`config.mk`:
```
export PLATFORM = sky130hd
export DESIGN_NAME = text_line_ending_and_detab_converter
export DESIGN_NICKNAME = d
export VERILOG_FILES = /design/src/hdl/tlc_pkg.sv /design/src/hdl/tlc_front.sv /design/src/hdl/tlc_queue.sv /design/src/hdl/tlc_back.sv /design/src/hdl/text_line_ending_and_detab_converter.sv
export SDC_FILE = /design/constraint.sdc
export NUM_CORES = 1
export LEC_CHECK = 0
export BUFFER_PORTS_ARGS = -buffer_cell sky130_fd_sc_hd__buf_2
export CELL_PAD_IN_SITES_DETAIL_PLACEMENT = 2
export CELL_PAD_IN_SITES_GLOBAL_PLACEMENT = 2
export CORE_MARGIN = 8
export CORE_UTILIZATION = 43
export DETAILED_ROUTE_END_ITERATION = 8
export PLACE_DENSITY = 0.82
export SYNTH_ARGS = -nofsm -noshare
export SYNTH_HDL_FRONTEND = slang
export SYNTH_SLANG_ARGS = --single-unit
```
`constraint.sdc`:
```
create_clock -name clock -period 8.75 [get_ports clock]
set_clock_uncertainty 0.1 [all_clocks]
set_input_delay 2.625 -clock clock [delete_from_list [all_inputs] [get_ports clock]]
set_output_delay 2.625 -clock clock [all_outputs]
set_load 0.01 [all_outputs]
```
`src/hdl/tlc_pkg.sv`:
```
// Shared constants and types for the line ending and detab converter.
package tlc_pkg;

   localparam int MAX_TAB_WIDTH = 64;
   localparam int COL_W         = $clog2(MAX_TAB_WIDTH);
   localparam int CNT_W         = $clog2(MAX_TAB_WIDTH + 1);

   localparam logic [7:0] CHR_CR    = 8'd13;
   localparam logic [7:0] CHR_LF    = 8'd10;
   localparam logic [7:0] CHR_TAB   = 8'd9;
   localparam logic [7:0] CHR_SPACE = 8'd32;

   localparam logic [2:0] MODE_CR_TO_LF = 3'd0;
   localparam logic [2:0] MODE_LF_TO_CR = 3'd1;
   localparam logic [2:0] MODE_LF_PAIRS = 3'd2;
   localparam logic [2:0] MODE_CR_PAIRS = 3'd3;
   localparam logic [2:0] MODE_DETAB    = 3'd4;

   localparam logic REG_MODE      = 1'b0;
   localparam logic REG_TAB_WIDTH = 1'b1;

   typedef struct packed {
      logic [7:0]       first_byte;
      logic [7:0]       next_byte;
      logic [CNT_W-1:0] count;
      logic             stream_end;
   } cmd_type;

endpackage

```
`src/hdl/tlc_front.sv`:
```
// Front end: accepts input bytes, keeps conversion state, issues output commands.
module tlc_front (
   input  logic                    clock,
   input  logic                    reset,
   input  logic                    clear,
   input  logic                    tw_load,
   input  logic [2:0]              mode,
   input  logic [6:0]              tab_width,
   input  logic                    req_valid,
   output logic                    req_ready,
   input  logic [7:0]              req_in_byte,
   input  logic                    req_in_last,
   input  logic                    q_full,
   output logic                    push,
   output tlc_pkg::cmd_type        push_cmd
);
   import tlc_pkg::*;

   logic             held_ff, held_in;
   logic             pjc_ff, pjc_in;
   logic [COL_W-1:0] col_ff, col_in;
   logic [COL_W-1:0] wcol_ff, wcol_in;
   logic [CNT_W-1:0] tw_eff;
   logic [CNT_W-1:0] col_ext;
   logic [CNT_W-1:0] col_inc;
   logic [CNT_W-1:0] col_red;
   logic [7:0]       brk;
   logic             reduce;
   logic             accept;

   always_comb begin
      if (tab_width == 7'd0) begin
         tw_eff = CNT_W'(1);
      end else if (tab_width > 7'(MAX_TAB_WIDTH)) begin
         tw_eff = CNT_W'(MAX_TAB_WIDTH);
      end else begin
         tw_eff = CNT_W'(tab_width);
      end
   end

   assign col_ext   = CNT_W'(wcol_ff);
   assign col_inc   = col_ext + CNT_W'(1);
   assign col_red   = col_ext - tw_eff;
   assign reduce    = (col_ext >= tw_eff);
   assign req_ready = !q_full && !reduce;
   assign accept    = req_valid && req_ready;
   assign brk       = (mode == MODE_LF_PAIRS) ? CHR_LF : CHR_CR;

   always_comb begin
      push                = 1'b0;
      push_cmd.first_byte = req_in_byte;
      push_cmd.next_byte  = req_in_byte;
      push_cmd.count      = CNT_W'(1);
      push_cmd.stream_end = req_in_last;
      held_in             = held_ff;
      pjc_in              = pjc_ff;
      col_in              = col_ff;
      wcol_in             = wcol_ff;
      if (accept) begin
         case (mode) inside
            MODE_CR_TO_LF: begin
               push = 1'b1;
               push_cmd.first_byte = (req_in_byte == CHR_CR) ? CHR_LF : req_in_byte;
            end
            MODE_LF_TO_CR: begin
               push = 1'b1;
               push_cmd.first_byte = (req_in_byte == CHR_LF) ? CHR_CR : req_in_byte;
            end
            MODE_LF_PAIRS, MODE_CR_PAIRS: begin
               if (held_ff) begin
                  held_in = 1'b0;
                  push = 1'b1;
                  push_cmd.first_byte = brk;
                  if (req_in_byte == brk) begin
                     pjc_in = 1'b1;
                  end else begin
                     push_cmd.count = CNT_W'(2);
                     pjc_in = 1'b0;
                  end
               end else if (req_in_byte == brk && !pjc_ff) begin
                  if (req_in_last) begin
                     push = 1'b1;
                  end else begin
                     held_in = 1'b1;
                  end
                  pjc_in = 1'b0;
               end else begin
                  push = 1'b1;
                  pjc_in = 1'b0;
               end
            end
            MODE_DETAB: begin
               push = 1'b1;
               if (req_in_byte == CHR_TAB) begin
                  push_cmd.first_byte = CHR_SPACE;
                  push_cmd.next_byte  = CHR_SPACE;
                  push_cmd.count      = tw_eff - col_ext;
                  col_in = '0;
               end else if (req_in_byte == CHR_LF || req_in_byte == CHR_CR) begin
                  col_in = '0;
               end else begin
                  col_in = (col_inc == tw_eff) ? '0 : col_inc[COL_W-1:0];
               end
            end
            default: begin
               push = 1'b1;
            end
         endcase
         if (req_in_last) begin
            held_in = 1'b0;
            pjc_in  = 1'b0;
            col_in  = '0;
         end
         wcol_in = col_in;
      end else if (reduce) begin
         wcol_in = col_red[COL_W-1:0];
      end
      if (tw_load) begin
         wcol_in = col_in;
      end
   end

   always_ff @(posedge clock) begin
      if (reset || clear) begin
         held_ff <= 1'b0;
         pjc_ff  <= 1'b0;
         col_ff  <= '0;
         wcol_ff <= '0;
      end else begin
         held_ff <= held_in;
         pjc_ff  <= pjc_in;
         col_ff  <= col_in;
         wcol_ff <= wcol_in;
      end
   end

   assert property (@(posedge clock) disable iff (reset)
      held_ff |-> (mode == MODE_LF_PAIRS || mode == MODE_CR_PAIRS))
      else $error("held break outside a collapse mode");

   assert property (@(posedge clock) disable iff (reset)
      (accept && req_in_last) |=> (!held_ff && !pjc_ff && col_ff == '0))
      else $error("state not cleared after last byte");

endmodule

```
`src/hdl/tlc_queue.sv`:
```
// Command queue between the front end and the output sequencer.
module tlc_queue #(
   parameter int DEPTH = 4
) (
   input  logic             clock,
   input  logic             reset,
   input  logic             push,
   input  tlc_pkg::cmd_type push_cmd,
   output logic             full,
   input  logic             pop,
   output tlc_pkg::cmd_type pop_cmd,
   output logic             empty
);
   import tlc_pkg::*;

   localparam int PTR_W = $clog2(DEPTH);
   localparam int FILL_W = $clog2(DEPTH + 1);

   cmd_type             slot_ff [DEPTH];
   logic [PTR_W-1:0]    wr_ff, wr_in;
   logic [PTR_W-1:0]    rd_ff, rd_in;
   logic [FILL_W-1:0]   fill_ff, fill_in;

   assign full    = (fill_ff == FILL_W'(DEPTH));
   assign empty   = (fill_ff == '0);
   assign pop_cmd = slot_ff[rd_ff];

   always_comb begin
      wr_in   = wr_ff;
      rd_in   = rd_ff;
      fill_in = fill_ff;
      if (push) begin
         wr_in = (wr_ff == PTR_W'(DEPTH - 1)) ? '0 : wr_ff + PTR_W'(1);
      end
      if (pop) begin
         rd_in = (rd_ff == PTR_W'(DEPTH - 1)) ? '0 : rd_ff + PTR_W'(1);
      end
      if (push && !pop) begin
         fill_in = fill_ff + FILL_W'(1);
      end else if (pop && !push) begin
         fill_in = fill_ff - FILL_W'(1);
      end
   end

   always_ff @(posedge clock) begin
      if (reset) begin
         wr_ff   <= '0;
         rd_ff   <= '0;
         fill_ff <= '0;
      end else begin
         wr_ff   <= wr_in;
         rd_ff   <= rd_in;
         fill_ff <= fill_in;
      end
   end

   always_ff @(posedge clock) begin
      if (push) begin
         slot_ff[wr_ff] <= push_cmd;
      end
   end

   assert property (@(posedge clock) disable iff (reset)
      push |-> !full)
      else $error("queue overflow");

   assert property (@(posedge clock) disable iff (reset)
      pop |-> !empty)
      else $error("queue underflow");

endmodule

```
`src/hdl/tlc_back.sv`:
```
// Output sequencer: expands each command into result transactions.
module tlc_back (
   input  logic             clock,
   input  logic             reset,
   input  logic             q_empty,
   input  tlc_pkg::cmd_type q_cmd,
   output logic             q_pop,
   output logic             rsp_valid,
   input  logic             rsp_ready,
   output logic [7:0]       rsp_out_byte,
   output logic             rsp_run_last,
   output logic             rsp_stream_end
);
   import tlc_pkg::*;

   logic    busy_ff, busy_in;
   cmd_type cmd_ff, cmd_in;
   logic    last_one;
   logic    done;

   assign last_one       = (cmd_ff.count == CNT_W'(1));
   assign done           = busy_ff && rsp_ready && last_one;
   assign q_pop          = !q_empty && (!busy_ff || done);
   assign rsp_valid      = busy_ff;
   assign rsp_out_byte   = cmd_ff.first_byte;
   assign rsp_run_last   = last_one;
   assign rsp_stream_end = last_one && cmd_ff.stream_end;

   always_comb begin
      busy_in = busy_ff;
      cmd_in  = cmd_ff;
      if (q_pop) begin
         busy_in = 1'b1;
         cmd_in  = q_cmd;
      end else if (busy_ff && rsp_ready) begin
         if (last_one) begin
            busy_in = 1'b0;
         end else begin
            cmd_in.first_byte = cmd_ff.next_byte;
            cmd_in.count      = cmd_ff.count - CNT_W'(1);
         end
      end
   end

   always_ff @(posedge clock) begin
      if (reset) begin
         busy_ff <= 1'b0;
      end else begin
         busy_ff <= busy_in;
      end
   end

   always_ff @(posedge clock) begin
      cmd_ff <= cmd_in;
   end

   assert property (@(posedge clock) disable iff (reset)
      busy_ff |-> (cmd_ff.count != '0))
      else $error("active command with zero count");

endmodule

```
`src/hdl/text_line_ending_and_detab_converter.sv`:
```
// Top level: register file, front end, command queue and output sequencer.
//
//   channel  direction  handshake          payload
//   req      in         req_valid/ready    req_in_byte, req_in_last
//   rsp      out        rsp_valid/ready    rsp_out_byte, rsp_run_last, rsp_stream_end
//   csr      in         psel/penable       paddr, pwrite, pwdata, prdata, pready
//
// One input byte is taken per cycle while the queue has room and no column reduction is
// pending; a byte giving N results occupies the output sequencer until all N are taken.
// After a tab_width write that leaves the column at or beyond the new width, input stalls
// while the new width is subtracted from the column until the column is below it.
// Reset is synchronous; it clears state and sets mode 0, tab width 8.
// A stalled result holds in the sequencer while the queue keeps absorbing input.
module text_line_ending_and_detab_converter #(
   parameter int QUEUE_DEPTH = 4
) (
   input  logic        clock,
   input  logic        reset,
   input  logic        req_valid,
   output logic        req_ready,
   input  logic [7:0]  req_in_byte,
   input  logic        req_in_last,
   output logic        rsp_valid,
   input  logic        rsp_ready,
   output logic [7:0]  rsp_out_byte,
   output logic        rsp_run_last,
   output logic        rsp_stream_end,
   input  logic        psel,
   input  logic        penable,
   input  logic        pwrite,
   input  logic [2:0]  paddr,
   input  logic [31:0] pwdata,
   output logic [31:0] prdata,
   output logic        pready
);
   import tlc_pkg::*;

   logic [2:0] mode_ff, mode_in;
   logic [6:0] tab_width_ff, tab_width_in;
   logic       csr_write;
   logic       clear;
   logic       tw_load;
   logic       push, pop, q_full, q_empty;
   cmd_type    push_cmd, pop_cmd;

   assign pready    = 1'b1;
   assign csr_write = psel && penable && pwrite && pready;
   assign clear     = csr_write && (paddr[2] == REG_MODE);
   assign tw_load   = csr_write && (paddr[2] == REG_TAB_WIDTH);
   assign prdata    = (paddr[2] == REG_MODE) ? {29'd0, mode_ff} : {25'd0, tab_width_ff};

   always_comb begin
      mode_in      = mode_ff;
      tab_width_in = tab_width_ff;
      if (csr_write) begin
         if (paddr[2] == REG_MODE) begin
            mode_in = pwdata[2:0];
         end else begin
            tab_width_in = pwdata[6:0];
         end
      end
   end

   always_ff @(posedge clock) begin
      if (reset) begin
         mode_ff      <= MODE_CR_TO_LF;
         tab_width_ff <= 7'd8;
      end else begin
         mode_ff      <= mode_in;
         tab_width_ff <= tab_width_in;
      end
   end

   tlc_front u_front (
      .clock       (clock),
      .reset       (reset),
      .clear       (clear),
      .tw_load     (tw_load),
      .mode        (mode_ff),
      .tab_width   (tab_width_ff),
      .req_valid   (req_valid),
      .req_ready   (req_ready),
      .req_in_byte (req_in_byte),
      .req_in_last (req_in_last),
      .q_full      (q_full),
      .push        (push),
      .push_cmd    (push_cmd)
   );

   tlc_queue #(.DEPTH(QUEUE_DEPTH)) u_queue (
      .clock    (clock),
      .reset    (reset),
      .push     (push),
      .push_cmd (push_cmd),
      .full     (q_full),
      .pop      (pop),
      .pop_cmd  (pop_cmd),
      .empty    (q_empty)
   );

   tlc_back u_back (
      .clock          (clock),
      .reset          (reset),
      .q_empty        (q_empty),
      .q_cmd          (pop_cmd),
      .q_pop          (pop),
      .rsp_valid      (rsp_valid),
      .rsp_ready      (rsp_ready),
      .rsp_out_byte   (rsp_out_byte),
      .rsp_run_last   (rsp_run_last),
      .rsp_stream_end (rsp_stream_end)
   );

endmodule
```
# Word level (Yosys, flattened, before mapping)
# Memory sizes are Yosys's and may differ from the RTL's. A register that Yosys moved wholly into a read port is not among the register bits.
# Index checks and enable logic that the tools add are counted.
# classes
order_cmp,2
multipliers,0
n_addsub,8
n_mux,71
n_div,0
bitwise_logic,1
eq_ne,16
shifts,0
reduce_logical,37
# op_table
operator,n
$mux W8,14
$mux W6,12
$mux W7,10
$mux W23,2
$eq A8 B4 Y1 const B,3
$mux W1,24
$logic_and A1 B1 Y1,13
$mux W2,6
$mux W3,3
$eq A8 B8 Y1,1
$reduce_and A2 Y1,4
$reduce_bool A2 Y1,4
$add A6 B1 Y7 const B,1
$eq A7 B1 Y1 const B,1
$eq A7 B7 Y1,1
$ge A6 B7 Y1,1
$gt A7 B7 Y1 const B,1
$logic_not A1 Y1,7
$logic_not A7 Y1,1
$sub A7 B1 Y7 const B,1
$sub A7 B6 Y7,1
$eq A3 B2 Y1 const B,2
$eq A3 B3 Y1 const B,2
$logic_not A3 Y1,2
other kinds (12),18
# totals
rom_bits,0
reg_bits,56
n_memories,1
out_inout_bits,45
elab_cells,150
latch_bits,0
ram_bits,96
# memory_table
memory,words,word_bits,read_ports,rd_ports_with_merged_regs,write_ports,line_no,source
u_queue.slot_ff,4,24,1,1,1,tlc_queue.sv:19,cmd_type slot_ff [DEPTH];

# Longest topological paths before layout
# logic_depth
ltp_word,14
ltp_mapped,16
ltp_nobuf,16

# By module
# A second synthesis with hierarchy kept.
# unflattened
cells_unflattened,607
area_unflattened_um2,7932.6
# by_module_without_submodules
mod,n_inst,cells_per_inst,area_each_um2,seq_area_each_um2
tlc_queue,1,170,3943.8,3062.9
tlc_front,1,274,2069.5,280.3
tlc_back,1,85,1189.9,740.7
text_line_ending_and_detab_converter,1,78,729.4,200.2

# Least setup slack after synthesis
# Ideal clock, no wire load.
# synth_timing
path_kind,input -> output
startpoint,in paddr[2]
endpoint,out prdata[0]
slack_ns,2.791
t_required_ns,6.025
stages,2
arrival_ns,3.234
path_cell_list,clkbuf_1 > mux2_2
# synth_between
elab_chain_cells,1
# synth_rtl
item,line_no,source
"start, declared",text_line_ending_and_detab_converter.sv:31,"input logic [2:0] paddr,"
$mux W7,text_line_ending_and_detab_converter.sv:50,"assign prdata = (paddr[2] == REG_MODE) ? {29'd0, mode_ff} : {25'd0, tab_width_ff};"
"end, declared",text_line_ending_and_detab_converter.sv:33,"output logic [31:0] prdata,"
# No other way between the ends.

# Worst setup path in the final report
# layout_timing
startpoint,reg tab_width_ff[6]
endpoint,out req_ready
# layout_between
elab_chain_cells,6
elab_cells_between_ends,7
# layout_rtl
item,line_no,source
"start, declared",text_line_ending_and_detab_converter.sv:39,"logic [6:0] tab_width_ff, tab_width_in;"
"start signal, assigned",text_line_ending_and_detab_converter.sv:70,tab_width_ff <= tab_width_in;
$gt A7 B7 Y1,tlc_front.sv:34,end else if (tab_width > 7'(MAX_TAB_WIDTH)) begin
$mux W7,tlc_front.sv:34,
$mux W7 (*),tlc_front.sv:32,if (tab_width == 7'd0) begin
$ge A6 B7 Y1 (*),tlc_front.sv:44,assign reduce = (col_ext >= tw_eff);
$logic_not A1 Y1 (*),tlc_front.sv:45,assign req_ready = !q_full && !reduce;
$logic_and A1 B1 Y1 (*),tlc_front.sv:45,
"end, declared",text_line_ending_and_detab_converter.sv:20,"output logic req_ready,"
# Mark *: on every way between the ends. The rest lies on a longest branch, timed or not.

==> results.toml <==
[cells_and_area]
drive_gt1_frac = 0.2026
fillers = 1675
area_delta_synth_final_pct = 11.21
final_area_um2 = 8369
diodes = 0
seqCellArea_um2 = 4284
multiInputGateArea_um2 = 2848
finalNetCount = 688

[synthesis]
ys_warn_count = 0
ys.flop_type = "edfxtp_1"
yosysMostFrequentCell = "edfxtp_1"
synth_cell_types = 60
synth_common_cells = "120 x edfxtp_1, 39 x nor2_1, 34 x buf_4, 34 x dfxtp_1, 33 x a21oi_1"
netlist_area_um2 = 7526
avgSynthCellArea_um2 = 12.84
synth_cells = 586
yosys-top-cells-area = "edfxtp_1 48%, dfxtp_1 9.0%, mux4_2 7.2%"
synth-seq-cells = 154
synth_top_area_share = 0.4788
synth-edff-count = 120
async_reset_ff_frac = 0
yosysSeqAreaShare = 0.5692
yosysTopAreaCell = "edfxtp_1"

[drt]
drt-pass1-iter-count = 4
wl_per_cell_um = 25.21
antenna_left = 0
vias_per_cell = 5.663
drc = 0
num_vias = 4825
routed_wl_um = 21480
drt_iter0_markers = 320

[critical_path]
critPathCaptureType = "primary output"
worstSetupStartpoint = "tab_width_ff[6]"
critPathArrivalTime_ns = 3.53
cp_common_cell = "a21oi_1"
required_ns = 6.03
slowest_stage = "a31oi_2"
reg2reg_depth = 13
rr_startpoint = "tab_width_ff[6]"
crit_chain = "nand2b_1 -> ha_1 -> a21o_1 -> a21oi_1 -> nand3b_1 -> a31oi_2 -> a21oi_1 -> buf_2"
critical_path_class = "reg2out"
max_stage_delay_ns = 0.71
startpoint_type = "flip-flop"
critPathMaxFanout = 14

[timing]
rsz0062_at_grt = "false"
worst_slew_pin_slew_ns = 0.8857
setup_viol_count_final = 0
finalCritPeriodShare = 0.7148
relSlewSlack = 0.4050
report.final.slew_viol_count = 0
hold_viol_final = 0
fin_crit_ns = 6.255
setup_tns_ns = 0
max_freq_mhz = 159.9

[clock_network]
clkLatencyLatePin_ns = 0.43
cts.sinks = 154
htree_levels = 4
ctsResizeCount = 0
numCtsBuffers = 17
tritoncts = "done"
ctsRootBufferMaster = "clkbuf_16"
path_clk_slew_ns = 0.06
cts_post_setup_buffers_inserted = 0
cts_buffer_depth = 2
cts_hold_buf = 0

[place]
place_area_um2 = 7766
gp_congestion = 0.8186
io_buffers = 42
place_hpwl_um = 14450

[grt]
grt_first_pass_wirelength_um = 33220
grt_max_degree = 35
overflow = 0
antenna_found_initial = 0
grt_pass1_vias = 5527
grt_use_total = 0.2018

[power_and_ir_drop]
vdd_drop_max_mv = 0.2567
power.leakage_nw = 3.066
power.density_nw_per_um2 = 335.1

[worst_hold_path]
hold_class = "reg2reg"
hold_path_startpoint = "tab_width_ff[0]"
whs_path_depth = 2

[die]
die_x_um = 148.3
fp.dieArea_um2 = 21990
dieHeight_um = 148.3
core_region_area_um2 = 17180
rows = 48
start_util = 0.4382
ios = 96

[run_status]
status = "finished, final reports clean"

[job]
cap_violations = 0
-- cell usage in the layout, fill, tap and decap left out, types with 3 or more instances in the layout --
| cell type | netlist | final |
|---|---|---|
| xnor3_1 | 3 | 3 |
| buf_2 | 9 | 42 |
| clkbuf_16 | 0 | 17 |
| conb_1 | 2 | 26 |
| nand3_1 | 10 | 10 |
| mux4_2 | 24 | 24 |
| nor4_2 | 3 | 3 |
| clkinv_4 | 0 | 3 |
| edfxtp_1 | 120 | 120 |
| nor2_1 | 39 | 39 |
| or3_1 | 3 | 3 |
| mux2_2 | 11 | 11 |
| a21o_1 | 3 | 3 |
| o31ai_1 | 7 | 7 |
| and3_1 | 4 | 4 |
| and2_1 | 12 | 12 |
| nand4_1 | 6 | 6 |
| inv_1 | 24 | 24 |
| xor2_1 | 9 | 9 |
| o21a_1 | 3 | 3 |
| dfxtp_1 | 34 | 34 |
| nand3b_1 | 5 | 5 |
| nor3_1 | 8 | 8 |
| a21oi_1 | 33 | 33 |
| a31oi_1 | 6 | 6 |
| fa_1 | 3 | 3 |
| nor3b_1 | 3 | 3 |
| o21ai_0 | 23 | 23 |
| nand2_1 | 30 | 30 |
| a311o_1 | 4 | 4 |
| ha_1 | 20 | 20 |
| buf_4 | 34 | 7 |
| nand2b_1 | 11 | 11 |
| xnor2_1 | 11 | 11 |
| bufinv_16 | 0 | 3 |
| mux2i_1 | 8 | 8 |
| nand4b_1 | 4 | 4 |
| nor2b_1 | 7 | 7 |
-- sequential cells by signal, indices dropped and copies added (netlist names), 3 cells and up, named ones only --
signal               cells
mode_ff                  3
u_front.wcol_ff          6
u_front.col_ff           6
u_back.rsp_out_byte      8
tab_width_ff             7
u_queue.fill_ff          3
u_back.cmd_ff           16
u_queue.slot_ff         96
-- stage by stage --
stage	setup WS (ns)	instances	power, mW	hold slack (ns)	util
final	2.495	852	2.804	0.3875	0.4873
after global routing	2.303	852	2.933	0.4126	0.4873
after CTS	2.486	852	2.835	0.3917	0.4873
after detailed placement	2.694	820	2.040	0.3828	0.4521
after global placement	2.734	820	1.944	0.3686	0.4521
after floorplan	2.791	610	1.770	0.3462	-
-- power breakdown --
| group | switching, mW | internal (mW) | total (mW) |
|---|---|---|---|
| registers | 0.0940 | 0.985 | 1.08 |
| logic | 0.571 | 0.395 | 0.965 |
| clock network | 0.307 | 0.453 | 0.759 |
-- final timing paths --
check | end | slack, ns
min | tab_width_ff[0] | 0.39
min reg2reg | tab_width_ff[0] | 0.39
max reg2reg | u_queue.fill_ff[2] | 4.44
max | req_ready | 2.50
-- kinds of logic (layout without fill, tap and decap cells) --
| logic type | Yosys count | in the layout | synth area share |
|---|---|---|---|
| simple gates | 157 | 157 | 0.1134 |
| buf+inv | 88 | 105 | 0.06434 |
| xor+xnor | 23 | 23 | 0.03225 |
| flops | 154 | 154 | 0.5692 |
| mux | 44 | 44 | 0.1004 |
| other cells | 2 | 26 | 0.0009979 |
| compound gates | 95 | 95 | 0.07814 |
| fa+ha+maj | 23 | 23 | 0.04123 |
-- worst max-delay path: cells and delay by family (launching register included) --
| family | cells | cell delay, ns |
|---|---|---|
| and+or+nand+nor | 2 | 0.51 |
| buffers and inverters | 1 | 0.19 |
| AOI/OAI and AO/OA | 4 | 1.35 |
| adders and majority gates | 1 | 0.35 |
| DFF | 1 | 0.70 |
-- layout make-up --
cell class,instances,area share
multi-input cells,368,0.3403
clock buffers,19,0.05173
clock inverters,13,0.02033
well taps,225,0.03364
repair buffers,49,0.03139
flip-flops and latches,154,0.5119
inverters,24,0.01076
-- layer usage --
metal / track usage / vias up / routed length [um]
li1: - / 2164 / -
met1: 0.2216 / 2518 / 8433
met2: 0.3760 / 110 / 11930
met3: 0.03920 / 33 / 694
met4: 0.07649 / 0 / 426
met5: 0 / - / 0
Power figures use the tool's default switching activity.
